--- src/assert_macros.svh ---
// assertion helpers shared by the decoder modules
`ifndef ASSERT_MACROS_SVH
`define ASSERT_MACROS_SVH

// checked property, muted while reset is held
`define ESC_ASSERT(lbl, clk, rst_n, prop, msg) \
    lbl: assert property (@(posedge clk) disable iff (!(rst_n)) (prop)) else $error(msg);

// checked property, also during reset
`define ESC_ASSERT_ALWAYS(lbl, clk, prop, msg) \
    lbl: assert property (@(posedge clk) (prop)) else $error(msg);

`endif

--- src/esc_pkg.sv ---
package esc_pkg;

    localparam int ESC_QUEUE_DEPTH = 4;

    localparam logic [7:0] CH_NUL    = 8'h00;
    localparam logic [7:0] CH_BSLASH = 8'h5C;
    localparam logic [7:0] CH_X      = 8'h78;
    localparam logic [7:0] CH_ZERO   = 8'h30;
    localparam logic [7:0] CH_NL     = 8'h0A;
    localparam logic [7:0] CH_TAB    = 8'h09;

    typedef enum logic [2:0] {
        MODE_NORMAL = 3'd0,
        MODE_ESC    = 3'd1,
        MODE_XSTART = 3'd2,
        MODE_HEX    = 3'd3,
        MODE_OCT    = 3'd4
    } t_mode;

    // up to two decoded beats caused by one input byte
    typedef struct packed {
        logic [1:0] count;
        logic [7:0] ch0;
        logic       fin0;
        logic [7:0] ch1;
        logic       fin1;
    } t_cmd;

    function automatic logic is_hex(input logic [7:0] b);
        return (b >= 8'h30 && b <= 8'h39) || (b >= 8'h61 && b <= 8'h66) ||
               (b >= 8'h41 && b <= 8'h46);
    endfunction

    function automatic logic is_oct(input logic [7:0] b);
        return b >= CH_ZERO && b <= 8'h37;
    endfunction

    function automatic logic [3:0] hex_val(input logic [7:0] b);
        logic [7:0] v;
        if (b <= 8'h39) begin
            v = b - CH_ZERO;
        end else if (b >= 8'h61) begin
            v = b - 8'h57;
        end else begin
            v = b - 8'h37;
        end
        return v[3:0];
    endfunction

    // simple escape letters: {hit, decoded byte}
    function automatic logic [8:0] esc_map(input logic [7:0] b);
        logic [8:0] r;
        case (b)
            8'h6E:   r = {1'b1, CH_NL};
            8'h74:   r = {1'b1, CH_TAB};
            8'h76:   r = {1'b1, 8'h0B};
            8'h62:   r = {1'b1, 8'h08};
            8'h72:   r = {1'b1, 8'h0D};
            8'h66:   r = {1'b1, 8'h0C};
            8'h61:   r = {1'b1, 8'h07};
            8'h5C:   r = {1'b1, CH_BSLASH};
            8'h27:   r = {1'b1, 8'h27};
            8'h22:   r = {1'b1, 8'h22};
            8'h3F:   r = {1'b1, 8'h3F};
            default: r = {1'b0, CH_NUL};
        endcase
        return r;
    endfunction

    // append one beat to a command
    function automatic t_cmd push_beat(input t_cmd c, input logic [7:0] ch, input logic fin);
        t_cmd r;
        r = c;
        if (c.count == 2'd0) begin
            r.ch0  = ch;
            r.fin0 = fin;
        end else begin
            r.ch1  = ch;
            r.fin1 = fin;
        end
        r.count = c.count + 2'd1;
        return r;
    endfunction

endpackage

--- src/esc_if.sv ---
interface esc_in_if;
    logic       valid;
    logic       ready;
    logic [7:0] char_in;

    modport source (output valid, output char_in, input ready);
    modport sink   (input valid, input char_in, output ready);
endinterface

interface esc_out_if;
    logic       valid;
    logic       ready;
    logic [7:0] char_out;
    logic       final_res;

    modport source (output valid, output char_out, output final_res, input ready);
    modport sink   (input valid, input char_out, input final_res, output ready);
endinterface

--- src/esc_front.sv ---
module esc_front
    import esc_pkg::*;
(
    input  logic   i_clk,
    input  logic   i_rst_n,
    esc_in_if.sink i_in,
    input  logic   i_full,
    output logic   o_push,
    output t_cmd   o_cmd
);

    t_mode      r_mode, n_mode;
    logic [7:0] r_acc, n_acc;
    t_cmd       cmd;
    logic       accept;
    logic [7:0] b;
    logic [8:0] esc;

    assign i_in.ready = !i_full;
    assign accept     = i_in.valid && !i_full;
    assign b          = i_in.char_in;
    assign esc        = esc_map(b);
    assign o_push     = accept && (cmd.count != 2'd0);
    assign o_cmd      = cmd;

    always_ff @(posedge i_clk) begin
        if (!i_rst_n) begin
            r_mode <= MODE_NORMAL;
            r_acc  <= CH_NUL;
        end else if (accept) begin
            r_mode <= n_mode;
            r_acc  <= n_acc;
        end
    end

    always_comb begin
        logic run_normal;
        run_normal = 1'b0;
        cmd        = '0;
        n_mode     = MODE_NORMAL;
        n_acc      = r_acc;
        case (r_mode)
            MODE_ESC: begin
                if (b == CH_NUL) begin
                    cmd   = push_beat(cmd, CH_NUL, 1'b1);
                    n_acc = CH_NUL;
                end else if (esc[8]) begin
                    cmd = push_beat(cmd, esc[7:0], 1'b0);
                end else if (b == CH_X) begin
                    n_mode = MODE_XSTART;
                end else if (is_oct(b)) begin
                    n_acc  = {5'd0, b[2:0]};
                    n_mode = MODE_OCT;
                end
            end
            MODE_XSTART: begin
                if (is_hex(b)) begin
                    n_acc  = {4'd0, hex_val(b)};
                    n_mode = MODE_HEX;
                end else begin
                    cmd        = push_beat(cmd, CH_X, 1'b0);
                    run_normal = 1'b1;
                end
            end
            MODE_HEX: begin
                if (is_hex(b)) begin
                    n_acc  = {r_acc[3:0], hex_val(b)};
                    n_mode = MODE_HEX;
                end else begin
                    cmd        = push_beat(cmd, r_acc, 1'b0);
                    n_acc      = CH_NUL;
                    run_normal = 1'b1;
                end
            end
            MODE_OCT: begin
                if (is_oct(b)) begin
                    n_acc  = {r_acc[4:0], b[2:0]};
                    n_mode = MODE_OCT;
                end else begin
                    cmd   = push_beat(cmd, r_acc, 1'b0);
                    n_acc = CH_NUL;
                    // the byte after an octal run is copied as is
                    cmd   = push_beat(cmd, b, b == CH_NUL);
                end
            end
            default: begin
                run_normal = 1'b1;
            end
        endcase
        if (run_normal) begin
            if (b == CH_NUL) begin
                cmd    = push_beat(cmd, CH_NUL, 1'b1);
                n_acc  = CH_NUL;
                n_mode = MODE_NORMAL;
            end else if (b == CH_BSLASH) begin
                n_mode = MODE_ESC;
            end else begin
                cmd    = push_beat(cmd, b, 1'b0);
                n_mode = MODE_NORMAL;
            end
        end
    end

endmodule

--- src/esc_queue.sv ---
`include "assert_macros.svh"

module esc_queue
    import esc_pkg::*;
#(
    parameter int DEPTH = ESC_QUEUE_DEPTH
) (
    input  logic i_clk,
    input  logic i_rst_n,
    input  logic i_push,
    input  t_cmd i_data,
    input  logic i_pop,
    output logic o_full,
    output logic o_empty,
    output t_cmd o_head
);

    localparam int PW = (DEPTH > 1) ? $clog2(DEPTH) : 1;
    localparam int CW = $clog2(DEPTH + 1);

    t_cmd          r_slot [DEPTH];
    logic [PW-1:0] r_wr_ptr;
    logic [PW-1:0] r_rd_ptr;
    logic [CW-1:0] r_count;

    assign o_full  = (r_count == CW'(DEPTH));
    assign o_empty = (r_count == '0);
    assign o_head  = r_slot[r_rd_ptr];

    always_ff @(posedge i_clk) begin
        if (i_push) begin
            r_slot[r_wr_ptr] <= i_data;
        end
    end

    always_ff @(posedge i_clk) begin
        if (!i_rst_n) begin
            r_wr_ptr <= '0;
            r_rd_ptr <= '0;
            r_count  <= '0;
        end else begin
            if (i_push) begin
                r_wr_ptr <= (r_wr_ptr == PW'(DEPTH - 1)) ? '0 : r_wr_ptr + PW'(1);
            end
            if (i_pop) begin
                r_rd_ptr <= (r_rd_ptr == PW'(DEPTH - 1)) ? '0 : r_rd_ptr + PW'(1);
            end
            if (i_push && !i_pop) begin
                r_count <= r_count + CW'(1);
            end else if (!i_push && i_pop) begin
                r_count <= r_count - CW'(1);
            end
        end
    end

    `ESC_ASSERT(a_no_overflow, i_clk, i_rst_n, !(i_push && o_full), "push into full queue")
    `ESC_ASSERT(a_no_underflow, i_clk, i_rst_n, !(i_pop && o_empty), "pop from empty queue")
    `ESC_ASSERT(a_empty_ptrs, i_clk, i_rst_n, o_empty |-> (r_wr_ptr == r_rd_ptr), "pointer mismatch")

endmodule

--- src/esc_back.sv ---
`include "assert_macros.svh"

module esc_back
    import esc_pkg::*;
(
    input  logic       i_clk,
    input  logic       i_rst_n,
    input  logic       i_empty,
    input  t_cmd       i_head,
    output logic       o_pop,
    esc_out_if.source  o_out
);

    logic       r_valid, n_valid;
    logic       r_sel, n_sel;
    logic [7:0] r_char, n_char;
    logic       r_fin, n_fin;
    logic       load;

    assign load            = !r_valid || o_out.ready;
    assign o_out.valid     = r_valid;
    assign o_out.char_out  = r_char;
    assign o_out.final_res = r_fin;

    always_comb begin
        o_pop   = 1'b0;
        n_sel   = r_sel;
        n_valid = r_valid && !o_out.ready;
        n_char  = r_char;
        n_fin   = r_fin;
        if (load && !i_empty) begin
            n_valid = 1'b1;
            if (!r_sel) begin
                n_char = i_head.ch0;
                n_fin  = i_head.fin0;
                if (i_head.count == 2'd2) begin
                    n_sel = 1'b1;
                end else begin
                    o_pop = 1'b1;
                end
            end else begin
                n_char = i_head.ch1;
                n_fin  = i_head.fin1;
                n_sel  = 1'b0;
                o_pop  = 1'b1;
            end
        end
    end

    always_ff @(posedge i_clk) begin
        if (!i_rst_n) begin
            r_valid <= 1'b0;
            r_sel   <= 1'b0;
        end else begin
            r_valid <= n_valid;
            r_sel   <= n_sel;
        end
    end

    always_ff @(posedge i_clk) begin
        r_char <= n_char;
        r_fin  <= n_fin;
    end

    `ESC_ASSERT(a_sel_holds_head, i_clk, i_rst_n, r_sel |-> !i_empty, "second beat lost its entry")
    `ESC_ASSERT(a_last_is_nul, i_clk, i_rst_n, (r_valid && r_fin) |-> (r_char == CH_NUL), "last beat not zero")

endmodule

--- src/c_escape_decoder_core.sv ---
// channel   dir  beat payload            handshake
// i_in      in   char_in[7:0]             valid / ready
// o_out     out  char_out[7:0], final_res valid / ready
//
// one input byte is accepted per cycle while the command queue has room
// each byte yields 0, 1 or 2 beats; the output register sends 1 beat per cycle while ready
// first output beat of a byte is stored in the queue, then loaded into the output register
// a stalled output fills the queue, then i_in.ready drops; escape state is kept across stalls
// i_rst_n is synchronous: decoder returns to plain copy mode, queue and output empty
module c_escape_decoder_core
    import esc_pkg::*;
#(
    parameter int QUEUE_DEPTH = ESC_QUEUE_DEPTH
) (
    input  logic       i_clk,
    input  logic       i_rst_n,
    esc_in_if.sink     i_in,
    esc_out_if.source  o_out
);

    // front to queue
    logic full;
    logic push;
    t_cmd push_cmd;

    // queue to back
    logic empty;
    logic pop;
    t_cmd head;

    // front: escape parser, classifies each byte into a command of 0..2 beats
    esc_front u_front (
        .i_clk   (i_clk),
        .i_rst_n (i_rst_n),
        .i_in    (i_in),
        .i_full  (full),
        .o_push  (push),
        .o_cmd   (push_cmd)
    );

    // short queue decouples the parser from output stalls
    esc_queue #(
        .DEPTH (QUEUE_DEPTH)
    ) u_queue (
        .i_clk   (i_clk),
        .i_rst_n (i_rst_n),
        .i_push  (push),
        .i_data  (push_cmd),
        .i_pop   (pop),
        .o_full  (full),
        .o_empty (empty),
        .o_head  (head)
    );

    // back: serializes commands into single beats through the output register
    esc_back u_back (
        .i_clk   (i_clk),
        .i_rst_n (i_rst_n),
        .i_empty (empty),
        .i_head  (head),
        .o_pop   (pop),
        .o_out   (o_out)
    );

endmodule

--- src/flat_wrapper.sv ---
// flat-port wrapper written by rule: the top's interface ports become plain ports
module c_escape_decoder_core_flat import esc_pkg::*;
#(
    parameter int QUEUE_DEPTH = ESC_QUEUE_DEPTH
)
  (i_clk, i_rst_n, i_in_valid, i_in_char_in, i_in_ready, o_out_valid, o_out_char_out, o_out_final_res, o_out_ready);
  esc_in_if i_in_i ();
  esc_out_if o_out_i ();
  input  logic i_clk;
  input  logic i_rst_n;
  input wire logic [$bits(i_in_i.valid)-1:0] i_in_valid;
  input wire logic [$bits(i_in_i.char_in)-1:0] i_in_char_in;
  output wire logic [$bits(i_in_i.ready)-1:0] i_in_ready;
  output wire logic [$bits(o_out_i.valid)-1:0] o_out_valid;
  output wire logic [$bits(o_out_i.char_out)-1:0] o_out_char_out;
  output wire logic [$bits(o_out_i.final_res)-1:0] o_out_final_res;
  input wire logic [$bits(o_out_i.ready)-1:0] o_out_ready;
  assign i_in_i.valid = i_in_valid;
  assign i_in_i.char_in = i_in_char_in;
  assign i_in_ready = i_in_i.ready;
  assign o_out_valid = o_out_i.valid;
  assign o_out_char_out = o_out_i.char_out;
  assign o_out_final_res = o_out_i.final_res;
  assign o_out_i.ready = o_out_ready;
  c_escape_decoder_core #(.QUEUE_DEPTH(QUEUE_DEPTH)) u_core (.i_clk(i_clk), .i_rst_n(i_rst_n), .i_in(i_in_i), .o_out(o_out_i));
endmodule
--- config.mk ---
export PLATFORM = sky130hd
export DESIGN_NAME = c_escape_decoder_core_flat
export DESIGN_NICKNAME = d
export VERILOG_FILES = /design/src/esc_pkg.sv /design/src/esc_if.sv /design/src/esc_front.sv /design/src/esc_queue.sv /design/src/esc_back.sv /design/src/c_escape_decoder_core.sv /design/src/flat_wrapper.sv
export VERILOG_INCLUDE_DIRS = /design/src /design/src/src
export SDC_FILE = /design/constraint.sdc
export NUM_CORES = 1
export LEC_CHECK = 0
export ABC_AREA = 1
export ABC_CLOCK_PERIOD_IN_PS = 4300
export BUFFER_PORTS_ARGS = -buffer_cell sky130_fd_sc_hd__buf_2
export CAP_MARGIN = 25
export CELL_PAD_IN_SITES_DETAIL_PLACEMENT = 0
export CELL_PAD_IN_SITES_GLOBAL_PLACEMENT = 1
export CORE_MARGIN = 3
export CORE_UTILIZATION = 43
export CTS_CLUSTER_DIAMETER = 150
export DETAILED_ROUTE_END_ITERATION = 8
export HOLD_SLACK_MARGIN = 0.15
export PLACE_DENSITY = 0.72
export SYNTH_ARGS = -nofsm -noshare
export SYNTH_HDL_FRONTEND = slang
export SYNTH_SLANG_ARGS = --single-unit
--- constraint.sdc ---
create_clock -name i_clk -period 4.3 [get_ports i_clk]
set_input_delay 1.29 -clock i_clk [delete_from_list [all_inputs] [get_ports i_clk]]
set_output_delay 1.29 -clock i_clk [all_outputs]
set_load 0.05 [all_outputs]
* Word-level counts from Yosys, hierarchy flattened
Memory sizes are Yosys's and may differ from the RTL's. A register that Yosys moved wholly into a read port is not among the register bits. Cells that the tools add are included.
Word-level totals: flip-flop bits (word level) 29, bits in writable memories 80, input port bits 12, output and inout bits 11, logic and storage cells 124, memories 1
Memories:
- u_core.u_queue.r_slot | depth 4, width 20, read ports 1, clocked after Yosys merged registers in 1, write ports 1, RTL line esc_queue.sv:21 | t_cmd r_slot [DEPTH];
Operators by class: add/subtract/negate cells 8, magnitude comparators 7, equal/unequal tests 20, multiplexer cells 53, reductions and logical operators 26
Operator list (number):
- $pmux 9 s11 | 1
- $mux 20 | 4
- $mux 8 | 10
- $pmux 20 s4 | 1
- $mux 19 | 4
- $eq 8x7->1 const B | 9
- $mux 9 | 4
- $pmux 8 s4 | 1
- $eq 8x6->1 const B | 3
- $mux 3 | 7
- $ge 8x7->1 const B | 2
- $le 8x6->1 const B | 2
- $le 8x7->1 const B | 2
- $mux 1 | 12
- $logic_and 1x1->1 | 10
- $mux 2 | 5
- $pmux 3 s3 | 1
- $ge 8x6->1 const B | 1
- $logic_not 8->1 | 1
- $mux 4 | 2
- $sub 4x3->4 const B | 2
- $add 2x1->2 const B | 3
- $eq 2x2->1 const B | 3
- $eq 3x2->1 const B | 2
- other kinds (12) | 22

* Logic depth before layout (Yosys ltp)
depth in word-level cells 17, mapped depth 25, gate-level depth less buffers 25

* Cells and area by module
Synthesis repeated with hierarchy kept, for this count alone.
Second synthesis, totals: cells, all modules 610, area, all modules 5572.8 um2
By module, submodules not included:
- esc_queue | instances 1, cells an instance 253, area each 3398.3 um2, sequential area each 2582.5 um2
- esc_front | instances 1, cells an instance 304, area each 1685.4 um2, sequential area each 220.2 um2
- esc_back | instances 1, cells an instance 53, area each 489.2 um2, sequential area each 310.3 um2

* Least setup slack after synthesis
No wires, ideal clock.
path type in2reg, from input i_in_char_in[0], to memory u_core.u_queue.r_slot[0][0] (netlist bit) (enable), library setup time 397 ps, arrival 3960 ps, required time 3903 ps, slack -57 ps, stages on the path 16, path buffers 0, path through inv_1 -> ha_1 -> inv_1 -> nor2_1 -> nand2_1 -> nor3_4 -> inv_2 -> nand3_2 -> a21oi_2 -> ha_1 -> nand2_1 -> o21ai_0 -> a21oi_2 -> nand3_4 -> nand2_2 -> nor2_1
On the way: longest elaborated chain between the ends 14, elaborated cells on any way between the ends 42, classes of those cells add/sub (1); order compare (7); eq/ne (11); mux (14); reduce/logical (9)
RTL lines:
- start: declaration | RTL line flat_wrapper.sv:12 | input wire logic [$bits(i_in_i.char_in)-1:0] i_in_char_in;
- $ge 8x6->1, or another cell as far along | RTL line esc_pkg.sv:30, esc_pkg.sv:35
- $logic_and 1x1->1 | RTL line esc_pkg.sv:30 | return (b >= 8'h30 && b <= 8'h39) || (b >= 8'h61 && b <= 8'h66) ||
- $logic_or 1x1->1 (2 in series) | RTL line esc_pkg.sv:30
- $mux 19 (on tied branches) | RTL line esc_front.sv:66, esc_front.sv:57
- $pmux 20 s4 | RTL line esc_front.sv:42 | case (r_mode)
- $add 2x1->2 | RTL line esc_pkg.sv:81 | r.count = c.count + 2'd1;
- $mux 20 | RTL line esc_front.sv:95 | end else if (b == CH_BSLASH) begin
- $mux 20 | RTL line esc_front.sv:91 | if (b == CH_NUL) begin
- $mux 20 (*) | RTL line esc_front.sv:90 | if (run_normal) begin
- $reduce_bool 2->1 (*) | RTL line esc_front.sv:23 | assign o_push = accept && (cmd.count != 2'd0);
- $logic_and 1x1->1 (*) | RTL line esc_front.sv:23
- $mux 1 (*) | RTL line esc_queue.sv:31 | if (i_push) begin
- $mux 1 (not written as such) (*) | RTL line esc_queue.sv:32 | r_slot[r_wr_ptr] <= i_data;
- end: declaration | RTL line esc_queue.sv:21
Mark *: on every way between the ends. The rest lies on a longest branch, timed or not.

* Worst setup path in the final report
from input i_in_char_in[1], to register u_core.u_queue.r_count[2]
On the way: longest elaborated chain between the ends 15, elaborated cells on any way between the ends 45, classes of those cells add/sub (1); order compare (7); eq/ne (11); mux (13); reduce/logical (13)
RTL lines:
- $ge 8x6->1, or another cell as far along | RTL line esc_pkg.sv:30, esc_pkg.sv:35
- $logic_and 1x1->1 | RTL line esc_pkg.sv:30
- $logic_or 1x1->1 (2 in series) | RTL line esc_pkg.sv:30
- $mux 19 (on tied branches) | RTL line esc_front.sv:66, esc_front.sv:57
- $pmux 20 s4 | RTL line esc_front.sv:42
- $add 2x1->2 | RTL line esc_pkg.sv:81
- $mux 20 | RTL line esc_front.sv:95
- $mux 20 | RTL line esc_front.sv:91
- $mux 20 (*) | RTL line esc_front.sv:90
- $reduce_bool 2->1 (*) | RTL line esc_front.sv:23
- $logic_and 1x1->1 (*) | RTL line esc_front.sv:23
- via u_core.push | RTL line c_escape_decoder_core.sv:23 | logic push;
- $logic_not 1->1 | RTL line esc_queue.sv:50 | end else if (!i_push && i_pop) begin
- $logic_and 1x1->1 | RTL line esc_queue.sv:50
- $reduce_bool 2->1 (no line)
- end signal: assignment | RTL line esc_queue.sv:49 | r_count <= r_count + CW'(1);
- end signal: assignment | RTL line esc_queue.sv:51 | r_count <= r_count - CW'(1);
- end: declaration | RTL line esc_queue.sv:24 | logic [CW-1:0] r_count;
The timed path passes the listed nets; every way through them passes the cells marked *. A chain may end at the register's enable or synchronous reset.

==> impl_metrics.yaml <==
floorplanning:
  core_area_um2: 12200
  initial_utilization: 0.448
  ios: 23
  die_x_um: 119
  die_h_um: 119
  die_area_um2: 14100
  rows: 40
final_layout:
  syn2layout_area_growth_pct: 15.5
  final_util: 0.517
  nFillCells: 1161
  final_nets: 651
  antenna_cells: 0
  drive_above_1_share: 0.184
  stdcell_area_um2: 6310
synthesis:
  synth-main-ff-cell: "edfxtp_1"
  seq_area_frac_synth: 0.569
  async_reset_ff_frac: 0
  synth_seq_cells: 111
  yosysMostFrequentCell: "nor2_1"
  synthCells: 577
  synth.area.top_cells: "edfxtp_1, dfxtp_1, nor2_1"
  syn_nets: 601
  ys_types: 38
  synth_common_cells: "nor2_1, nand2_1, edfxtp_1, o21ai_0, inv_1"
  synth-edff-count: 89
  yosysTopAreaCell: "edfxtp_1"
  syn_avg_cell_area_um2: 9.48
  synth_top_area_share: 0.489
  syn_area_um2: 5470
  yosysWarnings: 0
drt:
  drt-vias-per-instance: 5.13
  ant_nets: 0
  drt_iter0_markers: 183
  vias: 4102
  wirelength_um: 12700
  remaining_drc_errors: 0
  wl_per_cell_um: 15.8
  first_pass_iters: 4
timing:
  rsz0062_at_grt: "no"
  hold_viol_final: 0
  maxSlewHeadroom: 0.552
  finClkSkew_ns: 0.0103
  maxSlewViolCount: 0
  fmax_mhz: 253
  final.min_clock_period_ns: 3.95
  fin_tns_setup_ns: 0
  finalCritPeriodShare: 0.919
  finalSetupViolCount: 0
  tightest_slew_ns: 0.671
clock_network:
  cts_tree: "yes"
  clkSinkCount: 111
  clk_latency_ns: 0.35
  cts_resized: 0
  htreeDepth: 3
  cts_buffers: 9
  root_buffer: "clkbuf_16"
  cts_setup_buffers: 0
  clockBufferDepth: 2
  path_clk_slew_ns: 0.07
  holdBufCountCts: 0
place:
  gp_congestion: 0.873
  dpl.hpwl_um: 8780
  dpl_cell_area_um2: 6010
  io_buffers: 22
worst_hold_path:
  hold_class: "flip-flop to flip-flop"
setup_path:
  path_class: "input pin to flip-flop"
  critPathArrivalTime_ns: 4.19
  worstPathRequired_ns: 4.54
  cp_slowest_cell: "fa_1"
  critPathMaxFanout: 5
  cpPeakStageDelay_ns: 0.38
  critPathBufInv: 6
  end_kind: "flip-flop"
  path_delay_family: "adder cells"
  critPathMostFrequentCell: "inv_1"
  path_cells: "buf_2, inv_1, ha_1, inv_1, nor2_1, nand2_1, nor3_4, inv_2, nand3_2, a21oi_2, ha_1, nand2_1, o21ai_0, a21oi_2, nand3_4, nand2_2, inv_1, ha_1, inv_1, fa_1, a21oi_1, o21ai_0, o21ai_0, a21oi_1"
  worst_setup_path_start_kind: "input pin"
global_route:
  grt_max_degree: 37
  antenna_found_initial: 0
  track_usage: 0.185
  grt-busiest-layer: "met2"
  grt_pass1_vias: 3990
  grt_use_met2: 0.319
  grt_use_met1: 0.238
  grt_pass1_wl_um: 20500
  grt-ovfl-total: 0
  grt.met3_usage: 0.0359
power:
  p_leak_nw: 2.54
  power_density_nw_per_um2: 601
  peakVddDrop_v: 0.000251
job:
  drv_cap: 0
status:
  status: "finished clean"
cells by family after synthesis:
kind of cell	after synthesis	synth area share
flip-flops	111	0.569
XOR/XNOR	1	0.00160
adder cells (fa/ha/maj)	12	0.0288
AND/OR/NAND/NOR	257	0.219
buffers and inverters	72	0.0501
AO/OA/AOI/OAI	124	0.131
through the flow:
| step | std cells | hold WS [ns] | worst slack (ns) | total power [mW] |
|---|---|---|---|---|
| 2_1_floorplan | 577 | 0.451 | -0.0565 | 2.55 |
| 3_3_place_gp | 784 | 0.474 | 0.0459 | 2.95 |
| 3_5_place_dp | 784 | 0.485 | -0.0221 | 2.98 |
| 4_1_cts | 800 | 0.498 | 0.365 | 3.83 |
| 5_1_grt | 800 | 0.518 | 0.0588 | 4.05 |
| 6_report | 800 | 0.495 | 0.347 | 3.80 |
layout by cell type, fill, tap and decap left out, types with 2 or more instances in the layout:
| cell | n |
|---|---|
| nand3_1 | 19 |
| a32oi_1 | 4 |
| buf_2 | 22 |
| nor2_4 | 3 |
| o21ai_2 | 3 |
| nand3_4 | 2 |
| clkbuf_16 | 9 |
| dfxtp_1 | 22 |
| nor3_1 | 10 |
| a21oi_2 | 3 |
| buf_12 | 4 |
| clkinv_1 | 3 |
| nor2_1 | 98 |
| nand3_2 | 6 |
| buf_4 | 25 |
| inv_2 | 7 |
| clkinv_4 | 2 |
| a21oi_1 | 22 |
| nand2_2 | 11 |
| inv_1 | 49 |
| edfxtp_1 | 89 |
| nor2_2 | 7 |
| ha_1 | 11 |
| a31oi_1 | 11 |
| nand2_4 | 5 |
| o21ai_1 | 7 |
| inv_6 | 2 |
| nand2_1 | 91 |
| nand4_1 | 3 |
| o221ai_1 | 3 |
| o22ai_1 | 12 |
| o211ai_1 | 3 |
| o21ai_0 | 53 |
worst min-delay path, cell delays in order, from the launching register on:
cell and delay [ns]:
dfxtp_1 0.33, inv_1 0.07, a21oi_1 0.05
final cells by class:
cell class / count / area [µm²] / area share
sequential: 111 / 3110 / 0.493
multi-input combinational: 394 / 2080 / 0.330
timing repair buffer: 51 / 378 / 0.0598
clock buffer: 10 / 229 / 0.0363
inverter: 60 / 228 / 0.0361
tap: 168 / 210 / 0.0333
clock inverter: 6 / 76.3 / 0.0121
flip-flops by register name, indices dropped and copies added, names as in the netlist, named ones only:
register / flops
u_core.u_back.r_sel: 1
u_core.u_front.r_mode: 3
u_core.u_back.o_out.final_res: 1
u_core.u_front.r_acc: 8
u_core.u_back.o_out.valid: 1
u_core.u_queue.r_slot: 80
u_core.u_queue.r_count: 3
u_core.u_back.o_out.char_out: 8
u_core.u_queue.r_wr_ptr: 2
u_core.u_queue.r_rd_ptr: 2
report_power, final:
group          switching [mW]  leakage, nW  internal (mW)
registers              0.0899         1.01           1.46
logic                   0.973         1.37          0.415
clock network           0.395        0.150          0.463
path summary, 6_finish.rpt:
path / endpoint / from / slack [ns] / cells after the start
setup / recovery: u_core.u_queue.r_count[2] / i_in_char_in[1] / 0.35 / 24
hold / removal: u_core.u_queue.r_count[2] / u_core.u_queue.r_count[2] / 0.50 / 2
setup reg to reg: u_core.u_queue.r_count[1] / u_core.u_front.r_mode[2] / 1.37 / 16
hold reg to reg: u_core.u_queue.r_count[2] / u_core.u_queue.r_count[2] / 0.50 / 2
metal layers:
metal	part of all wire	routed length (µm)
met1	0.46	5840
met2	0.49	6210
met4	0.013	169
met3	0.035	437
met5	0	0
Note: power is estimated with default switching activity, not from simulation.
